--- config.mk ---
export PLATFORM = sky130hd
export DESIGN_NAME = lsb_text_embedder_core
export DESIGN_NICKNAME = d
export VERILOG_FILES = /design/src/sv/lte_pkg.sv /design/src/sv/lte_step.sv /design/src/sv/lsb_text_embedder_core.sv
export SDC_FILE = /design/constraint.sdc
export NUM_CORES = 1
export LEC_CHECK = 0
export CORE_UTILIZATION = 60
export CTS_BUF_LIST = sky130_fd_sc_hd__clkbuf_16
export DETAILED_ROUTE_END_ITERATION = 16
export DONT_BUFFER_PORTS = 1
export GPL_TIMING_DRIVEN = 0
export PLACE_DENSITY = 0.76
export SLEW_MARGIN = 20
export SYNTH_ARGS = -nofsm -noshare
export SYNTH_HDL_FRONTEND = slang
export SYNTH_SLANG_ARGS = --single-unit
--- constraint.sdc ---
create_clock -name clk -period 3.6 [get_ports clk]
set_input_delay 0.18 -clock clk [delete_from_list [all_inputs] [get_ports clk]]
set_output_delay 0.18 -clock clk [all_outputs]
set_load 0.02 [all_outputs]
--- src/sv/lte_pkg.sv ---
// Shared types and constants for the LSB text embedder.
// No dependencies; imported by every module of the block.
package lte_pkg;

    localparam int BYTE_BITS   = 8;
    localparam int BUFFER_BITS = 16;
    localparam int COUNT_W     = 5;
    localparam int CFG_W       = 4;
    localparam int CHAN_W      = 8;

    localparam logic [1:0] OP_LOAD    = 2'd0;
    localparam logic [1:0] OP_PIXEL   = 2'd1;
    localparam logic [1:0] OP_RESTART = 2'd2;

    typedef enum logic [2:0] {
        ST_EMBEDDED      = 3'd0,
        ST_PASSED_DONE   = 3'd1,
        ST_UNDERRUN      = 3'd2,
        ST_BYTE_TAKEN    = 3'd3,
        ST_BYTE_REJECTED = 3'd4,
        ST_RESTARTED     = 3'd5
    } status_t;

    typedef struct packed {
        logic [BUFFER_BITS-1:0] buffer;
        logic [COUNT_W-1:0]     count;
        logic                   ended;
    } embed_state_t;

    typedef struct packed {
        logic [CHAN_W-1:0] chan2;
        logic [CHAN_W-1:0] chan1;
        logic [CHAN_W-1:0] chan0;
        status_t           status;
    } result_t;

endpackage

--- src/sv/lte_step.sv ---
// Combinational step logic: next message state and result for one item.
// Depends on lte_pkg.
module lte_step
    import lte_pkg::*;
(
    input  embed_state_t       state,
    input  logic [1:0]         operation,
    input  logic [7:0]         message_byte,
    input  logic               last_byte,
    input  logic [CHAN_W-1:0]  chan0_in,
    input  logic [CHAN_W-1:0]  chan1_in,
    input  logic [CHAN_W-1:0]  chan2_in,
    input  logic [CFG_W-1:0]   bits_per_channel,
    output embed_state_t       state_next,
    output result_t            result
);

    logic [3:0]             n_eff;
    logic [COUNT_W-1:0]     n_wide;
    logic [CHAN_W-1:0]      mask;
    logic [CHAN_W-1:0]      bits;
    logic [COUNT_W-1:0]     take;
    logic [23:0]            loaded;
    logic                   enough;

    always_comb
    begin
        // Zero acts as one bit, anything above eight as eight.
        if (bits_per_channel == '0)
            n_eff = 4'd1;
        else if (bits_per_channel > 4'(BYTE_BITS))
            n_eff = 4'(BYTE_BITS);
        else
            n_eff = bits_per_channel;
    end

    assign n_wide = {1'b0, n_eff};
    assign mask   = 8'hFF >> (4'(BYTE_BITS) - n_eff);
    assign bits   = state.buffer[CHAN_W-1:0] & mask;
    assign take   = (state.count >= n_wide) ? n_wide : state.count;
    assign enough = (state.count >= n_wide) || (state.ended && state.count != '0);
    assign loaded = {8'd0, state.buffer} | ({16'd0, message_byte} << state.count);

    always_comb
    begin
        state_next    = state;
        result.chan0  = '0;
        result.chan1  = '0;
        result.chan2  = '0;
        result.status = ST_BYTE_REJECTED;
        unique case (operation)
            OP_LOAD:
            begin
                if (!state.ended && state.count <= COUNT_W'(BUFFER_BITS - BYTE_BITS))
                begin
                    state_next.buffer = loaded[BUFFER_BITS-1:0];
                    state_next.count  = state.count + COUNT_W'(BYTE_BITS);
                    state_next.ended  = last_byte;
                    result.status     = ST_BYTE_TAKEN;
                end
            end
            OP_PIXEL:
            begin
                result.chan0 = chan0_in;
                result.chan1 = chan1_in;
                result.chan2 = chan2_in;
                if (enough)
                begin
                    result.chan0      = (chan0_in & ~mask) | bits;
                    result.chan1      = (chan1_in & ~mask) | bits;
                    result.chan2      = (chan2_in & ~mask) | bits;
                    state_next.buffer = state.buffer >> take;
                    state_next.count  = state.count - take;
                    result.status     = ST_EMBEDDED;
                end
                else if (state.ended)
                    result.status = ST_PASSED_DONE;
                else
                    result.status = ST_UNDERRUN;
            end
            OP_RESTART:
            begin
                state_next    = '0;
                result.status = ST_RESTARTED;
            end
            default:
            begin
                result.status = ST_BYTE_REJECTED;
            end
        endcase
    end

endmodule

--- src/sv/lsb_text_embedder_core.sv ---
// LSB text embedder core: one item per cycle while s_tready is high; results are registered.
// Each result is registered into the output buffer before it is shown on m_tvalid.
// Throughput: 1 item per cycle; a two-entry output buffer keeps s_tready high
// while one result waits, so the combinational step logic sets the rate.
// Reset (rst_n, asynchronous, active low) empties the buffer, clears the
// message state and sets bits_per_channel to 1. Depends on lte_pkg, lte_step.
module lsb_text_embedder_core
    import lte_pkg::*;
(
    input  logic        clk,
    input  logic        rst_n,
    input  logic        s_tvalid,
    output logic        s_tready,
    input  logic [31:0] s_tdata,   // message_byte, chan0_in, chan1_in, chan2_in
    input  logic [1:0]  s_tuser,   // operation
    input  logic        s_tlast,   // last_byte
    output logic        m_tvalid,
    input  logic        m_tready,
    output logic [23:0] m_tdata,   // chan0_out, chan1_out, chan2_out
    output logic [2:0]  m_tuser,   // status
    input  logic        cfg_valid,
    output logic        cfg_ready,
    input  logic [3:0]  cfg_data   // bits_per_channel
);

    embed_state_t       state_reg;
    embed_state_t       state_next;
    logic [CFG_W-1:0]   bits_reg;
    result_t            step_result;
    result_t            main_reg;
    result_t            skid_reg;
    logic               main_valid_reg;
    logic               skid_valid_reg;
    logic               accept;
    logic               pop;

    lte_step u_step (
        .state            (state_reg),
        .operation        (s_tuser),
        .message_byte     (s_tdata[7:0]),
        .last_byte        (s_tlast),
        .chan0_in         (s_tdata[15:8]),
        .chan1_in         (s_tdata[23:16]),
        .chan2_in         (s_tdata[31:24]),
        .bits_per_channel (bits_reg),
        .state_next       (state_next),
        .result           (step_result)
    );

    assign s_tready  = !skid_valid_reg;
    assign cfg_ready = 1'b1;
    assign accept    = s_tvalid && s_tready;
    assign pop       = main_valid_reg && m_tready;

    assign m_tvalid = main_valid_reg;
    assign m_tdata  = {main_reg.chan2, main_reg.chan1, main_reg.chan0};
    assign m_tuser  = main_reg.status;

    always_ff @(posedge clk or negedge rst_n)
    begin
        if (!rst_n)
        begin
            state_reg <= '0;
            bits_reg  <= 4'd1;
        end
        else
        begin
            if (accept)
                state_reg <= state_next;
            if (cfg_valid)
                bits_reg <= cfg_data;
        end
    end

    // The skid entry only fills when the main entry is held by the far side.
    always_ff @(posedge clk or negedge rst_n)
    begin
        if (!rst_n)
        begin
            main_valid_reg <= 1'b0;
            skid_valid_reg <= 1'b0;
        end
        else
        begin
            if (pop)
            begin
                if (skid_valid_reg)
                    skid_valid_reg <= 1'b0;
                else
                    main_valid_reg <= accept;
            end
            else if (accept)
            begin
                if (main_valid_reg)
                    skid_valid_reg <= 1'b1;
                else
                    main_valid_reg <= 1'b1;
            end
        end
    end

    always_ff @(posedge clk)
    begin
        if (pop)
        begin
            if (skid_valid_reg)
                main_reg <= skid_reg;
            else if (accept)
                main_reg <= step_result;
        end
        else if (accept)
        begin
            if (main_valid_reg)
                skid_reg <= step_result;
            else
                main_reg <= step_result;
        end
    end

endmodule

==> results of run 1 <==
## worst max-delay path by stage
stage | end | startpoint
floorplan | state_reg[5] | bits_reg[3]
global placement | state_reg[5] | bits_reg[3]
detailed placement | state_reg[5] | bits_reg[3]
CTS | state_reg[5] | bits_reg[3]
global route | state_reg[5] | bits_reg[3]
finish | state_reg[12] | bits_reg[3]
## logic make-up after synthesis
family,Yosys count,share of synthesized area
compound gates,179,0.214
xor+xnor,2,0.00326
fa+ha+maj,15,0.0350
buf+inv,56,0.0480
flops,82,0.433
mux,49,0.102
other cells,1,0.000698
simple gates,193,0.165
## power by group
part / internal (mW) / switching (mW)
Clock: 0.472 / 0.398
Combinational: 1.25 / 2.10
Sequential: 1.40 / 0.412
## layout by cell type, fill, tap and decap left out, types with 6 or more instances in the layout
cell type,count
buf_6,7
o21ai_0,34
mux2_2,25
nor2_1,37
buf_2,6
ha_1,15
dfrtp_1,25
nor3_1,11
edfxtp_1,54
mux2i_1,22
o22ai_1,6
buf_4,10
a21oi_1,57
inv_1,18
and3_1,9
nand2_1,97
clkbuf_16,9
clkbuf_1,18
dlygate4sd3_1,7
a211oi_1,10
nand3_1,11
a31oi_1,10
## area by class of cell
cell class | instances | area [sq um] | share of cell area
flip-flops and latches | 82 | 2330 | 0.384
plain buffers | 36 | 206 | 0.0341
clock buffers | 9 | 225 | 0.0372
clock inverters | 7 | 55.1 | 0.00910
inverters | 20 | 80.1 | 0.0132
well taps | 108 | 135 | 0.0223
multi-input cells | 439 | 2840 | 0.469
repair buffers | 18 | 185 | 0.0306
## routing by layer
layer	wire, microns	vias up
met5	0	-
met4	703	0
met3	1480	67
met2	8100	319
met1	6190	2344
li1	-	2182
## critical path, cell delays in order, from the launching register on
cell	delay, ns
dfrtp_1	0.41
inv_2	0.15
nand2_4	0.13
ha_1	0.26
nor4_4	0.27
buf_4	0.17
o21ai_4	0.06
buf_4	0.14
a22o_1	0.21
buf_6	0.14
o2111ai_1	0.67
nor2_1	0.30
a41oi_1	0.28
o21ai_0	0.14
## metrics by stage
stage / setup WS (ns) / area [sq um] / instances
2_1_floorplan: 0.432 / 5370 / 577
3_3_place_gp: -0.168 / 5500 / 685
3_5_place_dp: -0.247 / 5540 / 686
4_1_cts: 0.00707 / 5950 / 710
5_1_grt: -0.00607 / 6050 / 719
6_report: 0.137 / 6050 / 719
## timing repair
action,in CTS,in global routing
hold buffers,8,0
setup endpoints to repair,4,7
setup buffers,0,9
resized for setup,11,10
hold endpoints to repair,33,0
pin swaps,0,2
==> metrics.txt, run 1 <==
worst vdd ir a little under 500 uV; YS warnings 0; I/O Buffers 0; most frequent cell after synthesis nand2_1; met3 Track Usage GR 0.0603; drt pass-1 iters 6; Startpoint Class register; Yosys top cell by area edfxtp_1; Mapped Nets roughly 640; largest net degree at the start of global routing 29; Synth cell types 65; crit share post-route 0.962; Commonest cells post-synth nand2_1, a21oi_1, edfxtp_1; post-synth top area share 0.302; Synth area leaders edfxtp_1, dfrtp_1, nand2_1; initial drt markers approximately 490; Crit Path Class reg2reg; placed wire-length estimate around 12000 microns; Async SR Flop Fraction 0.341; H-tree depth 3; Syn Area/Cell about 9.3 sq um; share of post-route cells with drive strength above 1 0.154; n_diodes 0; Worst Hold Path EP bits_reg[0]; Hold Path Depth 1; core area 8680 sq um; Vias just under 5k; CTS Sinks a little over 80; worst reg-to-reg path cell count 13; Max Clk Rate 289 MHz; met1 GRT Util 0.442; Tightest Pin Transition roughly 0.82 ns; Die Y 96.6 microns; vias in the first global route 4755; Critical Path AT around 3.7 ns; fill count 622; Mapped Area roughly 5400 sq um; Power Dens Cells between 900 and 1000 nW/um^2; sequential area share after synthesis 0.433; skew final ~0.0073 ns; Max-Cap Viols 0; WL per Instance 22.9 microns; Reg2Reg Setup Slack around 0.14 ns; fin nets about 670; DRC 0; fin util 0.697; min-delay src cfg_valid; via density per instance a little under 7; Mapped Cells just under 600; Clock Path Buffers 2; gr ovfl total 0; Final Critical Period approximately 3.5 ns; initial antenna violation count 0; die area approximately 9300 sq um; Synth Register Bits 82; Critical Path Sink Type register; Final Hold Vio Count 0; Die Width 96.6 microns; Req. time, crit path between 3 and 4 ns; Post-synth EDFFs 54; root buf cell clkbuf_16; leak pwr 2.38 nW; # rows 34; CTS tree yes; I/O pin cnt 74; Starting Density 0.619; min-delay worst type in2reg; worst-path maximum fanout 9; Top FF cell, synth edfxtp_1; first-pass GRT wire length 25100 microns; area grow syn2layout 12.7%; outcome complete, no violations; gp weighted congestion 1.00; CTS buffer count 9; GRT busiest layer met2; Final TNS setup 0 ns; r2r endpoint state_reg[12]; Total Routing Usage GR 0.366; Final Slew Violations 0; Hold Slack approximately 0.0013 ns; Worst R2R Start bits_reg[3]; Power, Total around 6.0 mW; clock-pin slew of the registers on the worst-case setup and hold paths 0.06 ns; Detail Route Antenna Nets 0; final-report setup violation count 0; WL final ~16000 microns; met2 Track Usage GR 0.624; worst rel slew slack 0.452; max FFs per register 27; Clock Latency Late Sink approximately 0.34 ns
(Power assumes the default switching activity.)
==> run 2: changes to the inputs <==
- REMOVE_ABC_BUFFERS: unset -> 1
==> run 2 against run 1 <==
Clock skew shrank 0.00066 ns. Flip-flop and latch count did not move. Sequential share of layout area is 1.1 points higher. Wire length fell by 9.9%. Critical path type unchanged.
==> metrics.txt, run 2 (synthesized netlist as in run 1, its figures left out) <==
leak pwr 2.28 nW (was 2.38 nW); crit share post-route 0.957 (was 0.962); critical path endpoint state_reg[5] (was state_reg[12]); gp weighted congestion 0.958 (was 1.00); Final Hold Vio Count 0 (unchanged); Reg2Reg Setup Slack 0.15 ns (was 0.14 ns); Starting Density 0.619 (unchanged); Power Dens Cells 990 nW/um^2 (was 995 nW/um^2); most common cell after layout, fill and taps aside nand2_1 (unchanged); skew final 0.00666 ns (was 0.00731 ns); Critical Path Start bits_reg[3] (unchanged); final-report setup violation count 0 (unchanged); gr ovfl total 0 (unchanged); share of post-route cells with drive strength above 1 0.156 (was 0.154); worst reg-to-reg path cell count 16 (was 13); Total Routing Usage GR 0.327 (was 0.366); CP Cell Sequence inv_1 > nand2_2 > ha_1 > o21ai_1 > and2_4 > o21ai_1 > a21boi_4 > inv_4 > ha_1 > inv_1 > ha_1 > o21bai_1 > a31oi_1 > o21ai_0 > nand2_1 > o21ai_0 (was inv_2 > nand2_4 > ha_1 > nor4_4 > buf_4 > o21ai_4 > buf_4 > a22o_1 > buf_6 > o2111ai_1 > nor2_1 > a41oi_1 > o21ai_0); pre-CTS setup slack -0.742 ns (was -0.247 ns); largest stage delay on the critical path 0.42 ns (was 0.67 ns); Tightest Pin Transition 1.03 ns (was 0.821 ns); via density per instance 6.84 (was 6.83); min-delay worst type in2reg (unchanged); H-tree depth 3 (unchanged); Die Width 96.6 microns (unchanged); I/O Buffers 0 (unchanged); Final TNS setup 0 ns (unchanged); CP most frequent cell ha_1 (was buf_4); core area 8680 sq um (unchanged); Max-Cap Viols 0 (unchanged); Critical Path Sink Type register (unchanged); I/O pin cnt 74 (unchanged); Clock Path Buffers 2 (unchanged); DRC 0 (unchanged); drt pass-1 iters 5 (was 6); initial drt markers 391 (was 493); Detail Route Antenna Nets 0 (unchanged); outcome complete, no violations (unchanged); Clock Latency Late Sink 0.34 ns (about the same); fill count 687 (was 622); area grow syn2layout 9.67% (was 12.7%); vias in the first global route 4376 (was 4755); fin nets 630 (was 665); die area 9330 sq um (unchanged); max FFs per register 27 (unchanged); Final Slew Violations 0 (unchanged); Critical Path AT 3.64 ns (was 3.66 ns); placed wire-length estimate 10200 microns (was 11800 microns); CTS tree yes (unchanged); WL per Instance 21.7 microns (was 22.9 microns); n_diodes 0 (unchanged); Multi-input gate area 2880 sq um (was 2840 sq um); CTS buffer count 9 (unchanged); most frequent cells in the layout nand2_1, a21oi_1, edfxtp_1 (unchanged); Die Y 96.6 microns (unchanged); Hold Slack 0.00440 ns (was 0.00129 ns); CTS Sinks 82 (unchanged); WL final 14800 microns (was 16500 microns); worst rel slew slack 0.312 (was 0.452); clock-pin slew of the registers on the worst-case setup and hold paths 0.07 ns (was 0.06 ns); first-pass GRT wire length 22700 microns (was 25100 microns); worst-path maximum fanout 18 (was 9); root buf cell clkbuf_16 (unchanged); worst vdd ir 433 uV (was 493 uV); # rows 34 (unchanged); setup ws final 0.155 ns (was 0.137 ns); Startpoint Class register (unchanged); Max Clk Rate 290 MHz (was 289 MHz); RSZ-0062 raised after global routing no; r2r endpoint state_reg[5] (was state_reg[12]); Req. time, crit path 3.80 ns (about the same); Final Critical Period 3.45 ns (was 3.46 ns); register area 2330 sq um (about the same); Worst R2R Start bits_reg[3] (unchanged); critical path's slowest cell dfrtp_1 (was o2111ai_1); Vias 4678 (was 4912); initial antenna violation count 0 (unchanged); largest net degree at the start of global routing 32 (was 29); Crit Path Class reg2reg (unchanged)
run 2: final cells by class:
class	instances	area share
multi-input cells	440	0.488
clock buffers	9	0.0382
flip-flops and latches	82	0.395
repair buffers	18	0.0314
clock inverters	7	0.00999
well taps	108	0.0229
inverters	20	0.0138
run 2: power by group:
| part | internal, mW | leakage (nW) | switching, mW |
|---|---|---|---|
| registers | 1.40 | 0.854 | 0.543 |
| clock network | 0.481 | 0.139 | 0.404 |
| logic | 1.13 | 1.29 | 1.88 |
run 2: layer usage:
layer,up-vias,wire [microns],part of all wire,GRT usage
met5,-,0,0,0
met4,0,403,0.027,0.129
met3,34,1190,0.080,0.0657
met2,260,7460,0.50,0.549
met1,2252,5780,0.39,0.413
li1,2132,-,-,-
run 2: through the flow:
stage	total power [mW]	cells	util	cell area (sq um)
final	5.83	684	0.678	5890
after global routing	6.17	684	0.678	5890
after floorplan	3.84	541	-	5190
after CTS	5.59	675	0.665	5770
after detailed placement	4.64	650	0.618	5360
after global placement	4.52	649	0.613	5320
run 2: worst min-delay path by stage:
| stage | cells past startpoint | startpoint | to |
|---|---|---|---|
| after floorplan | 0 | rst_n | bits_reg[1] |
| after global placement | 0 | rst_n | state_reg[21] |
| after detailed placement | 0 | rst_n | state_reg[21] |
| after CTS | 1 | cfg_valid | bits_reg[2] |
| after global routing | 1 | cfg_valid | bits_reg[2] |
| final | 1 | cfg_valid | bits_reg[2] |
run 2: what timing repair did:
item                       CTS  global route
gates resized for setup     11            13
gates cloned                 0             1
buffers inserted             1             8
hold buffers                 8             0
setup endpoints to repair   56            20
pin swaps                    1             1
hold endpoints to repair    33             0
run 2: critical path, delay by kind of cell (launching register included):
kind / cells / cell delay, ns
flip-flops: 1 / 0.42
AO/OA/AOI/OAI: 7 / 1.04
buffers and inverters: 3 / 0.47
AND/OR/NAND/NOR: 3 / 0.59
adder cells (fa/ha/maj): 3 / 0.76
